==> src/sv/u2u_pkg.sv <==
// Shared types and constants for the UTF-8 to UCS-2 decoder.
// No dependencies; used by the top level and its checker.
package u2u_pkg;

	typedef enum logic [1:0] {
		HALT_NONE  = 2'd0,
		HALT_STRAY = 2'd1,
		HALT_FULL  = 2'd2
	} halt_t;

	localparam logic [15:0] CAPACITY_RESET = 16'hFFFF;
	localparam logic [7:0]  CONT_MASK      = 8'hC0;
	localparam logic [7:0]  CONT_PREFIX    = 8'h80;
	localparam logic [5:0]  PAYLOAD_MASK   = 6'h3F;
	localparam logic [16:0] UNIT_BYTES     = 17'd2;

endpackage

==> src/sv/utf8_to_ucs2_decoder.sv <==
// UTF-8 to UCS-2 decoder top level: input register, decode logic, result register.
// Depends on u2u_pkg.
//
// One UTF-8 byte enters per transaction; the byte marked is_last ends the string.
// A byte is taken every clock cycle while the result side keeps up: the byte is
// held in an input stage, decoded against the sequence state, and any result is
// placed in an output register that can wait for out_ready while the next byte
// enters. A result is registered there when its byte leaves the input stage,
// which waits while out_ready holds back the result before it. The capacity
// register must be written through the cfg channel only while no string is in
// flight (the block itself does not enforce this); after reset it holds 65535.
module utf8_to_ucs2_decoder (
	input  logic        clk,
	input  logic        arst_n,
	input  logic        cfg_valid,
	output logic        cfg_ready,
	input  logic [15:0] output_capacity_bytes,
	input  logic        in_valid,
	output logic        in_ready,
	input  logic [7:0]  utf8_byte,
	input  logic        is_last,
	output logic        out_valid,
	input  logic        out_ready,
	output logic [15:0] code_unit,
	output logic        unit_valid,
	output logic        malformed,
	output logic        done_res,
	output logic [1:0]  halt_cause,
	output logic [15:0] output_bytes
);
	import u2u_pkg::*;

	logic [15:0] capacity_q;

	logic        valid_s1;
	logic [7:0]  byte_s1;
	logic        last_s1;
	logic        advance;

	logic [2:0]  pending_q;
	logic [15:0] acc_q;
	logic        bad_q;
	logic [15:0] count_q;
	halt_t       halted_q;

	logic [2:0]  pending_d;
	logic [15:0] acc_d;
	logic        bad_d;
	logic [15:0] count_d;
	halt_t       halted_d;
	logic        emit;
	logic [15:0] unit_d;
	logic        uvalid_d;
	logic        malf_d;

	logic        out_valid_q;
	logic [15:0] unit_q;
	logic        uvalid_q;
	logic        malf_q;
	logic        done_q;
	halt_t       cause_q;
	logic [15:0] obytes_q;

	assign cfg_ready = 1'b1;
	assign advance   = valid_s1 && (!out_valid_q || out_ready);
	assign in_ready  = !valid_s1 || advance;

	always_ff @(posedge clk or negedge arst_n) begin
		if (!arst_n) begin
			capacity_q <= CAPACITY_RESET;
		end else if (cfg_valid && cfg_ready) begin
			capacity_q <= output_capacity_bytes;
		end
	end

	always_ff @(posedge clk or negedge arst_n) begin
		if (!arst_n) begin
			valid_s1 <= 1'b0;
		end else if (in_ready) begin
			valid_s1 <= in_valid;
		end
	end

	always_ff @(posedge clk) begin
		if (in_ready && in_valid) begin
			byte_s1 <= utf8_byte;
			last_s1 <= is_last;
		end
	end

	always_comb begin
		logic complete;
		logic new_halt;
		logic [16:0] next_count;
		complete  = 1'b0;
		new_halt  = 1'b0;
		pending_d = pending_q;
		acc_d     = acc_q;
		bad_d     = bad_q;
		count_d   = count_q;
		halted_d  = halted_q;
		unit_d    = 16'h0000;
		uvalid_d  = 1'b0;
		malf_d    = 1'b0;
		next_count = {1'b0, count_q} + UNIT_BYTES;
		if (halted_q == HALT_NONE) begin
			if (pending_q == 3'd0) begin
				case (byte_s1) inside
					[8'h00:8'h7F]: begin
						acc_d    = {8'h00, byte_s1};
						bad_d    = 1'b0;
						complete = 1'b1;
					end
					[8'h80:8'hBF]: begin
						halted_d = HALT_STRAY;
						new_halt = 1'b1;
					end
					[8'hC0:8'hDF]: begin
						pending_d = 3'd1;
						acc_d     = {11'd0, byte_s1[4:0]};
						bad_d     = 1'b0;
					end
					[8'hE0:8'hEF]: begin
						pending_d = 3'd2;
						acc_d     = {12'd0, byte_s1[3:0]};
						bad_d     = 1'b0;
					end
					[8'hF0:8'hF7]: begin
						pending_d = 3'd3;
						acc_d     = {13'd0, byte_s1[2:0]};
						bad_d     = 1'b0;
					end
					[8'hF8:8'hFB]: begin
						pending_d = 3'd4;
						acc_d     = {14'd0, byte_s1[1:0]};
						bad_d     = 1'b0;
					end
					default: begin
						pending_d = 3'd5;
						acc_d     = {15'd0, byte_s1[0]};
						bad_d     = 1'b0;
					end
				endcase
			end else begin
				if ((byte_s1 & CONT_MASK) != CONT_PREFIX) begin
					bad_d = 1'b1;
				end
				acc_d     = {acc_q[9:0], byte_s1[5:0] & PAYLOAD_MASK};
				pending_d = pending_q - 3'd1;
				if (pending_d == 3'd0) begin
					complete = 1'b1;
				end
			end

			if (!complete && !new_halt && last_s1 && pending_d != 3'd0) begin
				bad_d    = 1'b1;
				complete = 1'b1;
			end

			if (complete) begin
				malf_d = bad_d;
				if (next_count > {1'b0, capacity_q}) begin
					halted_d = HALT_FULL;
					new_halt = 1'b1;
				end else begin
					count_d  = next_count[15:0];
					unit_d   = bad_d ? 16'h0000 : acc_d;
					uvalid_d = 1'b1;
				end
				pending_d = 3'd0;
				acc_d     = 16'h0000;
				bad_d     = 1'b0;
			end
		end
		emit = complete || new_halt || last_s1;
	end

	always_ff @(posedge clk or negedge arst_n) begin
		if (!arst_n) begin
			pending_q <= 3'd0;
			acc_q     <= 16'h0000;
			bad_q     <= 1'b0;
			count_q   <= 16'h0000;
			halted_q  <= HALT_NONE;
		end else if (advance) begin
			if (last_s1) begin
				pending_q <= 3'd0;
				acc_q     <= 16'h0000;
				bad_q     <= 1'b0;
				count_q   <= 16'h0000;
				halted_q  <= HALT_NONE;
			end else begin
				pending_q <= pending_d;
				acc_q     <= acc_d;
				bad_q     <= bad_d;
				count_q   <= count_d;
				halted_q  <= halted_d;
			end
		end
	end

	always_ff @(posedge clk or negedge arst_n) begin
		if (!arst_n) begin
			out_valid_q <= 1'b0;
		end else if (advance) begin
			out_valid_q <= emit;
		end else if (out_ready) begin
			out_valid_q <= 1'b0;
		end
	end

	always_ff @(posedge clk) begin
		if (advance && emit) begin
			unit_q   <= unit_d;
			uvalid_q <= uvalid_d;
			malf_q   <= malf_d;
			done_q   <= last_s1;
			cause_q  <= halted_d;
			obytes_q <= count_d;
		end
	end

	assign out_valid    = out_valid_q;
	assign code_unit    = unit_q;
	assign unit_valid   = uvalid_q;
	assign malformed    = malf_q;
	assign done_res     = done_q;
	assign halt_cause   = cause_q;
	assign output_bytes = obytes_q;

endmodule

==> config.mk <==
export PLATFORM = sky130hd
export DESIGN_NAME = utf8_to_ucs2_decoder
export DESIGN_NICKNAME = d
export VERILOG_FILES = /design/src/sv/u2u_pkg.sv /design/src/sv/utf8_to_ucs2_decoder.sv
export SDC_FILE = /design/constraint.sdc
export NUM_CORES = 1
export LEC_CHECK = 0
export BUFFER_PORTS_ARGS = -buffer_cell sky130_fd_sc_hd__buf_2
export CORE_MARGIN = 3
export CORE_UTILIZATION = 40
export DETAILED_ROUTE_END_ITERATION = 8
export GPL_TIMING_DRIVEN = 0
export PLACE_DENSITY = 0.67
export SLEW_MARGIN = 20
export SYNTH_ARGS = -nofsm -noshare
export SYNTH_HDL_FRONTEND = slang
export SYNTH_SLANG_ARGS = --single-unit
==> constraint.sdc <==
create_clock -name clk -period 10.04 [get_ports clk]
set_clock_uncertainty 0.15 [all_clocks]
set_input_delay 0.502 -clock clk [delete_from_list [all_inputs] [get_ports clk]]
set_output_delay 0.502 -clock clk [all_outputs]
set_load 0.01 [all_outputs]
# Word-level counts from Yosys, hierarchy flattened
# Index checks and enable logic that the tools add are counted.
[word_totals] ff_bits=102 inputBits=30 output_inout_bits=40 wordCells=121
[classes] n_addsub=2 magnitude_cmp=13 eq_ne=1 mux=58 bitwise=2 reduce_logical=29
[ops] operator="$mux W16" count=10
[ops] operator="$ge A8 B8 Y1 const B" count=5
[ops] operator="$le A8 B8 Y1 const B" count=5
[ops] operator="$mux W3" count=11
[ops] operator="$mux W1" count=27
[ops] operator="$add A16 B2 Y17 const B" count=1
[ops] operator="$gt A17 B16 Y1" count=1
[ops] operator="$mux W2" count=8
[ops] operator="$logic_and A1 B1 Y1" count=12
[ops] operator="$ge A8 B1 Y1 const B" count=1
[ops] operator="$le A8 B7 Y1 const B" count=1
[ops] operator="$logic_not A3 Y1" count=2
[ops] operator="$mux W5" count=1
[ops] operator="$logic_not A1 Y1" count=4
[ops] operator="$logic_or A1 B1 Y1" count=4
[ops] operator="$mux W4" count=1
[ops] operator="$reduce_and A2 Y1" count=2
[ops] operator="$reduce_bool A2 Y1" count=2
[ops] operator="$reduce_or A4 Y1" count=1
[ops] operator="$reduce_bool A3 Y1" count=1
[ops] operator="$sub A3 B1 Y3 const B" count=1
[ops] operator="$logic_not A2 Y1" count=1
[ops] operator="$ne A2 B2 Y1 const B" count=1
[ops] operator="$not A1 Y1" count=2

# Longest topological paths before layout
# Gate-level depths: netlist of the first run.
[depth] ltp_word=19 mapped_depth=17 depth_no_buf=15

# Worst setup path before layout of the first run
# No wires, ideal clock.
[synth_path] path_type="flip-flop to flip-flop" start="register count_q[1]" end="register unit_q[10] (netlist: code_unit[10]) (data pin)" setup_time_ps=137 arrival_ps=3544 required_time_ps=9753 slack_ps=6209 stages_incl_launch_ff=18 n_path_buf=2 synth_period_minus_slack_ps=3831 path_cell_list="dfrtp_1 ha_1 nand3_2 nor3_2 nand3_1 or3_1 or2_2 nand2_1 ha_1 nand4_1 nor4_1 nor2_1 a31oi_4 nand3_2 nand2b_1 buf_6 buf_12 nor2_4"
[synth_via] elab_chain_len=3
[synth_lines] element="from (decl)" line="utf8_to_ucs2_decoder.sv:43" text="logic [15:0] count_q;"
[synth_lines] element="from (signal assigned)" line="utf8_to_ucs2_decoder.sv:196" text="count_q <= count_d;"
[synth_lines] element="$add A16 B2 Y17" line="utf8_to_ucs2_decoder.sv:105" text="next_count = {1'b0, count_q} + UNIT_BYTES;"
[synth_lines] element="$gt A17 B16 Y1" line="utf8_to_ucs2_decoder.sv:162" text="if (next_count > {1'b0, capacity_q}) begin"
[synth_lines] element="$reduce_or A4 Y1 (no line)"
[synth_lines] element="to (signal assigned)" line="utf8_to_ucs2_decoder.sv:214" text="unit_q <= unit_d;"
[synth_lines] element="to (decl)" line="utf8_to_ucs2_decoder.sv:57" text="logic [15:0] unit_q;"
# No other way between the ends.
# A chain may end at the register's enable or synchronous reset.

# Worst setup path in the final report of the first run
[layout_path] start="register count_q[1]" end="register obytes_q[6] (netlist: output_bytes[6]) (data pin)"
[layout_via] elab_chain_len=5
[layout_lines] element="$add A16 B2 Y17 (*)" line="utf8_to_ucs2_decoder.sv:105"
[layout_lines] element="$gt A17 B16 Y1" line="utf8_to_ucs2_decoder.sv:162"
[layout_lines] element="$mux W16 (*)" line="utf8_to_ucs2_decoder.sv:162"
[layout_lines] element="$mux W16 (*)" line="utf8_to_ucs2_decoder.sv:160" text="if (complete) begin"
[layout_lines] element="$mux W16 (*)" line="utf8_to_ucs2_decoder.sv:106" text="if (halted_q == HALT_NONE) begin"
[layout_lines] element="via count_d[6]" line="utf8_to_ucs2_decoder.sv:49" text="logic [15:0] count_d;"
[layout_lines] element="to (signal assigned)" line="utf8_to_ucs2_decoder.sv:219" text="obytes_q <= count_d;"
[layout_lines] element="to (decl)" line="utf8_to_ucs2_decoder.sv:62" text="logic [15:0] obytes_q;"
# The timed path passes the listed nets; every way through them passes the cells marked *.

==> out/metrics.yaml, run 1 <==
synth:
  ys_seq_elements: 100
  synth.distinct_cells: 66
  synth-edff-count: 45
  syn_nets: 517
  postSynthCellCount: 468
  yosysSeqAreaShare_pct: 52.98
  synth_area_um2: 5186
  synth_ff_type: "edfxtp_1"
  avgSynthCellArea_um2: 11.08
  async_reset_ff_share_pct: 55.00
  yosys_warnings: 0
placed_design:
  dpl-instance-area_um2: 5769
  dp_hpwl_mm: 8.088
  port_buffers: 67
  dp_slack_ns: 5.434
  place.gp.congestion: 0.8939
clock_tree:
  clkSinkCount: 100
  cts-root-buf: "clkbuf_16"
  clk_pin_slew_ns: 0.07
  worstSkewPairLatency_ns: 0.35
  cts_tree: "yes"
  cts_buffers: 9
  htreeDepth: 3
  cts_resized: 0
  postCtsSetupRepairBufs: 0
  hold_buffers: 0
  clock_path_buffers: 2
setup_path:
  cp_max_fo: 10
  cp.required_ns: 10.05
  end_kind: "flop"
  crit_slowest_cell: "dfrtp_1"
  cp-start-kind: "flop"
  crit_type: "flop to flop"
  cp.arrival_ns: 4.75
  path_cells: "ha_1 > nand3_2 > nor3_2 > nand3_1 > or3_1 > or2_2 > nand2_1 > ha_1 > nand4_1 > nor4_1 > nor2_1 > a31oi_4 > nand3_2 > buf_2 > nor2_1 > xor2_1"
  slowest_delay_ns: 0.44
sta:
  maxSlewViolCount: 0
  setup_viol: 0
  fin_crit_ns: 4.742
  rsz0062_at_grt: "no"
  clock.fmax_ghz: 0.2109
  worst-slew-pin-transition_ns: 0.7122
  post-route-period-util_pct: 47.23
  fin_tns_setup_ns: 0
  hold_viol: 0
  slew_headroom_pct: 52.52
  setup_ws_ns: 5.298
grt:
  antenna_found_initial: 0
  grtUsageTotal_pct: 16.08
  grt_pass1_wl_mm: 18.84
  grt_max_degree: 56
  grt_pass1_vias: 3870
  gr-total-overflow: 0
detailed_routing:
  wire_per_inst_um: 15.42
  vias: 3837
  ant_nets: 0
  drt-total-wl_mm: 11.11
  drc_errors: 0
  drt_pre_antenna_iters: 5
  vias_per_cell: 5.329
  drt-initial-drc-count: 224
power:
  peakVddDrop_v: 0.0001292
  powerDensity_nw_per_um2: 235.4
  leakagePower_nw: 2.655
worst_hold_path:
  worst_hold_path_type: "input pin to asynchronous set/reset pin"
final_layout:
  layout.area.seq_um2: 2748
  fin_nets: 596
  drive_gt1_share_pct: 26.63
  final_util_pct: 49.03
  multi_input_area_um2: 2226
  fillCellCount: 1105
  diodes: 0
  final_area_um2: 6061
  syn2layout_area_growth_pct: 16.86
floorplanning:
  core_um2: 12360
  fp.dieArea_um2: 14370
  num_rows: 40
  die_w_um: 119.9
  ios: 70
  die_y_um: 119.9
  start_util_pct: 41.95
run_status:
  status: "complete, no violations"
run:
  maxCapViolCount: 0
critical path: cells and delay by family, from the launching register on:
family          cells  cell delay [ns]
buf+inv             1             0.29
compound gates      1             0.30
fa+ha+maj           2             0.48
flops               1             0.44
xor+xnor            1             0.27
simple gates       11             2.61
layout make-up:
class | count | area share (%)
repair buffers | 68 | 6.028
flip-flops and latches | 100 | 45.33
clock buffers | 9 | 3.716
clock inverters | 7 | 1.094
multi-input cells | 322 | 36.73
well taps | 168 | 3.468
inverters | 23 | 1.424
plain buffers | 23 | 2.209
metal layers:
layer | vias up | track usage [%] | share of wire (%)
li1 | 1843 | - | -
met1 | 1861 | 22.31 | 47
met2 | 111 | 25.14 | 47
met3 | 22 | 2.922 | 4.4
met4 | 0 | 6.228 | 2.2
met5 | - | 0 | 0
synthesized netlist by cell type, types with 2 or more instances:
cell	count	area share, %
a211oi_1	3	0.43
a21o_1	6	0.87
a21oi_1	20	1.9
a22o_1	16	2.7
a22oi_1	9	1.3
a32o_1	2	0.39
and2_1	6	0.72
buf_2	7	0.68
buf_4	4	0.58
clkbuf_1	9	0.65
conb_1	2	0.14
dfrtp_1	39	19
dfstp_2	16	8.1
edfxtp_1	45	26
ha_1	19	4.6
inv_1	23	1.7
mux2_2	2	0.43
mux2i_1	2	0.39
nand2_1	55	4.0
nand2b_1	6	0.72
nand3_1	7	0.68
nand3_2	4	0.77
nand4_1	12	1.4
nor2_1	30	2.2
nor2_4	10	2.2
nor2b_1	3	0.36
nor3_1	5	0.48
o211a_1	2	0.39
o211ai_1	7	1.0
o21ai_0	29	2.8
o21bai_1	2	0.29
o31ai_1	6	0.87
or2_2	5	0.60
or3_1	2	0.24
xnor2_1	9	1.5
xor2_1	14	2.4
state kept, by name, indices dropped and copies added, names as in the netlist:
signal        flops
count_q          15
code_unit        16
acc_q            16
malformed         1
halted_q          2
unit_valid        1
bad_q             1
capacity_q       16
done_res          1
output_bytes     15
out_valid         1
valid_s1          1
last_s1           1
halt_cause        2
byte_s1           8
pending_q         3
metrics by stage:
step / power, mW / cells / hold WS [ns]
finish: 1.427 / 720 / 0.06205
global route: 1.510 / 720 / 0.1118
CTS: 1.437 / 720 / 0.08297
detailed placement: 1.093 / 704 / 0.3380
global placement: 1.070 / 703 / 0.3337
floorplan: 0.9353 / 468 / 0.05641
worst paths after layout:
kind                                              from                   endpoint  slack (ns)  cells past startpoint
worst max-delay path            count_q[1]$_DFFE_PN0P_  output_bytes[6]$_DFFE_PP_        5.30                     16
worst min-delay path                            arst_n     count_q[2]$_DFFE_PN0P_        0.06                      1
worst max register to register  count_q[1]$_DFFE_PN0P_  output_bytes[6]$_DFFE_PP_        5.30                     16
worst min register to register   acc_q[15]$_DFFE_PN0P_      acc_q[15]$_DFFE_PN0P_        0.36                      1
max in group asynchronous                       arst_n    count_q[15]$_DFFE_PN0P_        9.22                      1
min in group clk                          utf8_byte[0]       byte_s1[0]$_DFFE_PP_        0.17                      1
layout by cell type (no fill, tap or decap), types with 3 or more instances in the layout:
master,count
nor2_1,29
nand4_1,12
buf_2,73
a22oi_1,9
nand3_2,4
dfrtp_1,39
inv_6,3
ha_1,19
o211ai_1,7
nor2_4,11
clkbuf_1,9
nor2b_1,3
a21o_1,6
buf_4,5
a22o_1,16
nand3_1,7
xor2_1,14
clkbuf_16,9
inv_1,23
and2_1,6
a21oi_1,20
o31ai_1,6
a211oi_1,3
edfxtp_1,45
nor3_1,5
nand2_1,55
o21ai_0,29
xnor2_1,9
or2_2,5
nand2b_1,6
dfstp_2,16
power by group:
part | switching [mW] | internal [mW] | total, mW
sequential | 0.0382 | 0.522 | 0.561
clock | 0.167 | 0.174 | 0.342
combinational | 0.331 | 0.193 | 0.524
total | 0.537 | 0.890 | 1.43
cells by family (layout without fill, tap and decap cells):
kind of cell / Yosys count / count (layout) / synth area share (%)
buffers and inverters: 46 / 130 / 4.246
other: 2 / 2 / 0.1448
XOR/XNOR: 23 / 23 / 3.884
AO/OA/AOI/OAI: 118 / 118 / 16.67
AND/OR/NAND/NOR: 156 / 156 / 16.67
adder cells (fa/ha/maj): 19 / 19 / 4.584
flip-flops: 100 / 100 / 52.98
multiplexers: 4 / 4 / 0.8202
Power figures use the tool's default switching activity.
==> run 2, diff against run 1 <==
--- a/config.mk
+++ b/config.mk
@@ -5,6 +5,7 @@
 export SDC_FILE = /design/constraint.sdc
 export NUM_CORES = 1
 export LEC_CHECK = 0
+export ABC_AREA = 1
 export BUFFER_PORTS_ARGS = -buffer_cell sky130_fd_sc_hd__buf_2
 export CORE_MARGIN = 3
 export CORE_UTILIZATION = 40
==> constraint.sdc (replaced) <==
create_clock -name clk -period 4.9 [get_ports clk]
set_clock_uncertainty 0.15 [all_clocks]
set_input_delay 0.245 -clock clk [delete_from_list [all_inputs] [get_ports clk]]
set_output_delay 0.245 -clock clk [all_outputs]
set_load 0.01 [all_outputs]
==> run 2 against run 1 <==
  * Total power grew to 2.9 times the previous value
  * Non-clock buffer count rose by 24
  * Sequential cell count stayed put
  * Critical path depth stayed put
  * Global-route usage increased by 0.36 points
==> out/metrics.yaml, run 2 <==
synth:
  synth_area_leaders: "edfxtp_1 (26%), dfrtp_1 (19%), nand2_1 (9.4%), dfstp_2 (8.1%), inv_1 (5.5%)"
  synth_top_area_share_pct: 26.07  # about the same
  synth_compound_area_share_pct: 9.754  # -6.9 points
  yosysSeqAreaShare_pct: 53.02  # about the same
  yosys.area_share.simple_pct: 23.39  # +6.7 points
  synth_top_cell_by_area: "edfxtp_1"
  yosysMostFrequentCell: "nand2_1"
  synth_common_cells: "nand2_1 (130), inv_1 (76), o21ai_0 (50)"
  synth-edff-count: 45  # unchanged
  ys_seq_elements: 100  # unchanged
  synth.distinct_cells: 39  # -41%
  synth_xor_area_share_pct: 0.8450  # -3.0 points
  synthAdderAreaFrac_pct: 4.587  # about the same
  postSynthCellCount: 569  # +22%
  yosys_warnings: 0  # unchanged
  syn_nets: 618  # +20%
  async_reset_ff_share_pct: 55.00  # unchanged
  synth_top_family_by_area: "simple AND/OR/NAND/NOR gates"
  synth_area_um2: 5182  # about the same
  synth_ff_type: "edfxtp_1"
  avgSynthCellArea_um2: 9.108  # -18%
  muxShareOfSynthArea_pct: 0  # -0.82 points
final_layout:
  final_cell_mix: "nand2_1 (130), inv_1 (75), buf_2 (68)"
  diodes: 0  # unchanged
  multi_input_area_um2: 2007  # -9.8%
  final_common_cell: "nand2_1"
  fillCellCount: 1135  # +2.7%
  layout.area.seq_um2: 2748  # unchanged
  fin_nets: 724  # +21%
  drive_gt1_share_pct: 19.71  # -6.9 points
  final_util_pct: 51.13  # +2.1 points
  syn2layout_area_growth_pct: 21.46
floorplanning:
  num_rows: 40  # unchanged
  start_util_pct: 42.09  # +0.14 points
  core_um2: 12310  # -0.41%
  die_y_um: 119.8  # about the same
  ios: 70  # unchanged
  fp.dieArea_um2: 14360  # about the same
  die_w_um: 119.8  # about the same
detailed_routing:
  drt-initial-drc-count: 230  # +2.7%
  vias: 4207  # +9.6%
  drc_errors: 0  # unchanged
  ant_nets: 0  # unchanged
  drt-total-wl_mm: 11.59  # +4.4%
  wire_per_inst_um: 13.67  # -11%
  vias_per_cell: 4.961  # -6.9%
  drt_pre_antenna_iters: 5  # unchanged
sta:
  setup_viol: 0  # unchanged
  setup_ws_ns: 1.226  # -4.071 ns
  fin_tns_setup_ns: 0  # unchanged
  post-route-period-util_pct: 74.97  # +28 points
  worst_hold_slack_ns: 0.01853  # -0.04352 ns
  clock.fmax_ghz: 0.2722  # +29%
  fin_crit_ns: 3.674  # -1.069 ns
  slew_headroom_pct: 47.85  # -4.7 points
  worst-slew-pin-transition_ns: 0.7812  # +0.06902 ns
  hold_viol: 0  # unchanged
  maxSlewViolCount: 0  # unchanged
  rsz0062_at_grt: "no"
run:
  maxCapViolCount: 0  # unchanged
setup_path:
  cp_top_family: "simple AND/OR/NAND/NOR gates"
  crit_slowest_cell: "dfrtp_1"
  crit_type: "flop to flop"
  end_kind: "flop"
  cp_num_buf_inv: 3  # +2
  cp-start-kind: "flop"
  slowest_delay_ns: 0.44  # about the same
  cp_max_fo: 10  # unchanged
  path_cells: "ha_1 > nand4_1 > nor2_1 > inv_1 > nor2_1 > nand2_1 > xor2_1 > inv_1 > ha_1 > nand4_1 > nor4_1 > nand2_1 > nand2_2 > buf_2 > nand3_1 > and2_1"
  cp.arrival_ns: 3.62  # -1.13 ns
  cp.required_ns: 4.85  # -5.20 ns
grt:
  grt_max_degree: 56  # unchanged
  grt_pass1_vias: 4040  # +4.4%
  gr-total-overflow: 0  # unchanged
  grt_pass1_wl_mm: 19.18  # +1.8%
  antenna_found_initial: 0  # unchanged
  grtUsageTotal_pct: 16.44  # +0.36 points
worst_hold_path:
  worst_hold_path_type: "input pin to flop"
run_status:
  status: "complete, no violations"
placed_design:
  port_buffers: 67  # unchanged
  dp_hpwl_mm: 8.310  # +2.7%
  dp_slack_ns: 1.386  # -4.049 ns
  place.gp.congestion: 0.9054  # +1.3%
clock_tree:
  cts_resized: 0  # unchanged
  htreeDepth: 3  # unchanged
  clk_pin_slew_ns: 0.07  # about the same
  cts_tree: "yes"
  hold_buffers: 28  # +28
  cts_buffers: 9  # unchanged
  postCtsSetupRepairBufs: 0  # unchanged
  cts-root-buf: "clkbuf_16"
  worstSkewPairLatency_ns: 0.35  # about the same
  clkSinkCount: 100  # unchanged
  clock_path_buffers: 2  # unchanged
power:
  powerDensity_nw_per_um2: 652.1  # +180%
  peakVddDrop_v: 0.0002472  # +91%
  leakagePower_nw: 2.922  # +10%
-- run 2: cell count changes in the layout (fill, tap and decap cells not counted), moves of 7 or more --
cell,delta
nand2_1,+75
inv_1,+52
nand3_1,+30
dlygate4sd3_1,+28
o21ai_0,+21
a22o_1,-16
o22ai_1,+9
xnor2_1,-9
xor2_1,-9
a21oi_1,-8
and2_1,+7
-- run 2: report_power, final --
part | switching, mW | internal (mW)
Combinational | 1.33 | 0.711
Sequential | 0.138 | 1.25
Clock | 0.328 | 0.352
-- run 2: worst register-to-register path, delay by kind of cell (launching register included) --
kind                     cells  cell delay, ns
AND/OR/NAND/NOR             10            1.64
adder cells (fa/ha/maj)      2            0.53
buffers and inverters        3            0.46
flip-flops                   1            0.44
XOR/XNOR                     1            0.20
-- run 2: final timing paths --
check	to	from	slack, ns	cells after the start
min in group asynchronous	count_q[13]$_DFFE_PN0P_	arst_n	0.36	2
max	output_bytes[4]$_DFFE_PP_	count_q[1]$_DFFE_PN0P_	1.23	16
min	out_valid$_DFFE_PN0P_	out_ready	0.02	4
max in group asynchronous	count_q[4]$_DFFE_PN0P_	arst_n	3.77	2
min reg2reg	capacity_q[5]$_DFFE_PN1P_	capacity_q[5]$_DFFE_PN1P_	0.35	2
max reg2reg	output_bytes[4]$_DFFE_PP_	count_q[1]$_DFFE_PN0P_	1.23	16
-- run 2: cell type report --
cell class              instances  area share, %
flip-flops and latches        100          43.65
clock inverters                 7         0.9342
plain buffers                  20          1.908
inverters                      80          4.890
well taps                     168          3.339
repair buffers                 95          9.819
clock buffers                   9          3.578
multi-input cells             369          31.88
-- run 2: logic make-up (layout without fill, tap and decap cells) --
family	after synthesis	after routing
buffers and inverters	100	211
AO/OA/AOI/OAI	88	88
flip-flops	100	100
other	2	2
XOR/XNOR	5	5
adder cells (fa/ha/maj)	19	19
AND/OR/NAND/NOR	255	255
-- run 2: through the flow --
step | area, um2 | instances | power [mW]
after global routing | 6295 | 848 | 4.422
after CTS | 6295 | 848 | 4.125
after detailed placement | 5731 | 804 | 3.415
after floorplan | 5182 | 569 | 2.860
final | 6295 | 848 | 4.105
after global placement | 5728 | 804 | 3.349
-- run 2: layer usage --
metal | up-vias | GRT usage [%] | routed length (um)
met5 | - | 0 | 0
met4 | 0 | 6.228 | 170
met3 | 18 | 3.016 | 667
met2 | 125 | 25.21 | 5270
met1 | 1981 | 23.26 | 5484
li1 | 2083 | - | -
==> run 3, diff against run 2 <==
--- a/config.mk
+++ b/config.mk
@@ -5,13 +5,13 @@
 export SDC_FILE = /design/constraint.sdc
 export NUM_CORES = 1
 export LEC_CHECK = 0
-export ABC_AREA = 1
+export ABC_AREA = 0
 export BUFFER_PORTS_ARGS = -buffer_cell sky130_fd_sc_hd__buf_2
 export CORE_MARGIN = 3
 export CORE_UTILIZATION = 40
 export DETAILED_ROUTE_END_ITERATION = 8
 export GPL_TIMING_DRIVEN = 0
-export PLACE_DENSITY = 0.67
+export PLACE_DENSITY = 0.69
 export SLEW_MARGIN = 20
 export SYNTH_ARGS = -nofsm -noshare
 export SYNTH_HDL_FRONTEND = slang
==> constraint.sdc (replaced) <==
create_clock -name clk -period 3.35 [get_ports clk]
set_clock_uncertainty 0.15 [all_clocks]
set_input_delay 0.1675 -clock clk [delete_from_list [all_inputs] [get_ports clk]]
set_output_delay 0.1675 -clock clk [all_outputs]
set_load 0.01 [all_outputs]
==> run 3 against run 2 <==
  * The run now ends with negative setup slack left
  * Worst hold slack improved by 0.050 ns
  * Sequential cell count unchanged
  * Design area increased by 13%
  * Combinational power increased by 2%
  * Setup slack got worse by 1.6 ns
  * Count of clock-buffer cells in the layout increased by 2
  * Critical path type unchanged
==> out/metrics.yaml, run 3 (same netlist as run 1, synthesis figures left out) <==
grt:
  antenna_found_initial: 0  # unchanged
  grt_max_degree: 56  # unchanged
  grt_pass1_vias: 4084  # +1.1%
  grtUsageMet3_pct: 2.969  # -0.047 points
  gr-total-overflow: 0  # unchanged
  grt_pass1_wl_mm: 20.48  # +6.8%
  grt-busiest-layer: "met2"
  grt_use_met1_pct: 23.56  # +0.30 points
  met2_usage_pct: 29.63  # +4.4 points
  grtUsageTotal_pct: 17.75  # +1.3 points
sta:
  post-route-period-util_pct: 110.2  # +35 points
  maxSlewViolCount: 0  # unchanged
  slew_headroom_pct: 52.07  # +4.2 points
  worst-slew-pin-transition_ns: 0.7189  # -0.06224 ns
  setup_viol: 49  # +49
  rsz0062_at_grt: "yes"
  setup_ws_ns: -0.3409  # -1.567 ns
  hold_viol: 0  # unchanged
  clock.fmax_ghz: 0.2709  # -0.47%
  fin_crit_ns: 3.691  # +0.01735 ns
setup_path:
  cp-start-kind: "flop"
  slowest_delay_ns: 0.42  # -0.02 ns
  path_common_cell: "nand3_4"
  crit_path_end: "output_bytes[1]$_DFFE_PP_"
  cp.required_ns: 3.30  # -1.55 ns
  r2r_cells: 17  # +1
  crit_start: "count_q[2]$_DFFE_PN0P_"
  crit_type: "flop to flop"
  cp.arrival_ns: 3.64  # +0.02 ns
  regToRegSetupSlack_ns: -0.34  # -1.57 ns
  end_kind: "flop"
  crit_slowest_cell: "dfrtp_1"
  cp_max_fo: 6  # -4
  path_cells: "buf_4 > nand3_4 > nor2_4 > nand3_4 > nor2_4 > nand3_2 > xnor2_2 > ha_4 > nand4_1 > nor4_2 > nor2_2 > a31oi_4 > buf_12 > nand3_4 > buf_8 > buf_4 > xnor2_2"
  reg2reg_from: "count_q[2]$_DFFE_PN0P_"
  regToRegEndpoint: "output_bytes[1]$_DFFE_PP_"
detailed_routing:
  drt-total-wl_mm: 12.71  # +9.7%
  drt_pre_antenna_iters: 5  # unchanged
  vias: 4218  # +0.26%
  drc_errors: 0  # unchanged
  drt-initial-drc-count: 221  # -3.9%
  ant_nets: 0  # unchanged
  vias_per_cell: 5.353  # +7.9%
  wire_per_inst_um: 16.13  # +18%
final_layout:
  diodes: 0  # unchanged
  layout.area.seq_um2: 2750  # about the same
  final_common_cell: "buf_2"
  drive_gt1_share_pct: 37.90  # +18 points
  final_area_um2: 7087  # +13%
  syn2layout_area_growth_pct: 36.65
  multi_input_area_um2: 2544  # +27%
  fillCellCount: 1017  # -10%
  fin_nets: 664  # -8.3%
  final_cell_mix: "buf_2 (69), nand2_1 (51), edfxtp_1 (45)"
power:
  peakVddDrop_v: 0.0003349  # +36%
  powerDensity_nw_per_um2: 682.6  # +4.7%
  leakagePower_nw: 3.069  # +5.0%
  total_power_mw: 4.837  # +18%
floorplanning:
  fp.dieArea_um2: 14370  # about the same
  die_y_um: 119.9  # about the same
  die_w_um: 119.9  # about the same
  start_util_pct: 41.95  # -0.14 points
  num_rows: 40  # unchanged
  core_um2: 12360  # +0.41%
  ios: 70  # unchanged
placed_design:
  dpl-instance-area_um2: 5898  # +2.9%
  dp_hpwl_mm: 8.355  # +0.54%
  place.gp.congestion: 0.8976  # -0.86%
  port_buffers: 67  # unchanged
run_status:
  violations: "negative setup slack"
  status: "finished, violations left"
clock_tree:
  clk_pin_slew_ns: 0.07  # about the same
  cts_tree: "yes"
  cts-root-buf: "clkbuf_16"
  worstSkewPairLatency_ns: 0.34  # about the same
  htreeDepth: 3  # unchanged
  clock_path_buffers: 2  # unchanged
  cts_buffers: 9  # unchanged
  clkSinkCount: 100  # unchanged
worst_hold_path:
  worst_hold_path_type: "input pin to flop"
run:
  maxCapViolCount: 0  # unchanged
## run 3: per-stage QoR
step	std cells	util, %	hold WS [ns]	setup TNS, ns	setup slack, ns
4_1_cts	778	55.62	0.06024	-9.246	-0.2547
2_1_floorplan	468	-	-0.2781	-0.8317	-0.07663
5_1_grt	788	57.33	0.1383	-19.72	-0.4657
3_3_place_gp	703	47.43	0.1955	-29.94	-0.5328
6_report	788	57.33	0.06809	-12.85	-0.3409
3_5_place_dp	704	47.71	0.1227	-25.57	-0.6239
## run 3: timing repair
item,4_1_cts,5_1_grt
hold buffers,29,0
buffers inserted,29,10
pin swaps,27,8
endpoints found under the setup margin,49,49
cloned,2,1
hold endpoints to repair,65,0
gates resized for setup,38,34
## run 3: how the worst min path moves through the flow
stage | from | endpoint | slack, ns | cells after the start
2_1_floorplan | arst_n | acc_q[0]$_DFFE_PN0P_ | -0.28 | 0
3_3_place_gp | utf8_byte[0] | byte_s1[0]$_DFFE_PP_ | 0.20 | 1
3_5_place_dp | arst_n | count_q[6]$_DFFE_PN0P_ | 0.12 | 1
4_1_cts | out_ready | out_valid$_DFFE_PN0P_ | 0.06 | 3
5_1_grt | out_ready | out_valid$_DFFE_PN0P_ | 0.14 | 3
6_report | out_ready | out_valid$_DFFE_PN0P_ | 0.07 | 3
## run 3: area by class of cell
class	instances	area share (%)
Sequential cell	100	38.81
Multi-Input combinational cell	323	35.89
Timing Repair Buffer	137	14.78
Inverter	23	1.254
Clock buffer	11	3.425
Tap cell	168	2.966
Clock inverter	5	0.8475
Buffer	21	2.030
## run 3: per-layer routing
layer  vias to the layer above  part of all wire (%)
met4                         0                   2.0
met5                         -                     0
met3                        20                   4.0
met1                      2101                    44
met2                       114                    50
li1                       1983                     -
## run 3: critical path, delay by kind of cell (launching register included)
family                   cells  cell delay [ns]
XOR/XNOR                     2             0.33
AO/OA/AOI/OAI                1             0.20
AND/OR/NAND/NOR              9             1.40
buffers and inverters        4             0.63
flip-flops                   1             0.42
adder cells (fa/ha/maj)      1             0.31
## run 3: report_power, final
part           total [mW]  switching (mW)  internal (mW)  leakage (nW)
clock network        1.06           0.460          0.603         0.146
logic                2.09            1.18          0.903          1.78
registers            1.69           0.120           1.57          1.14
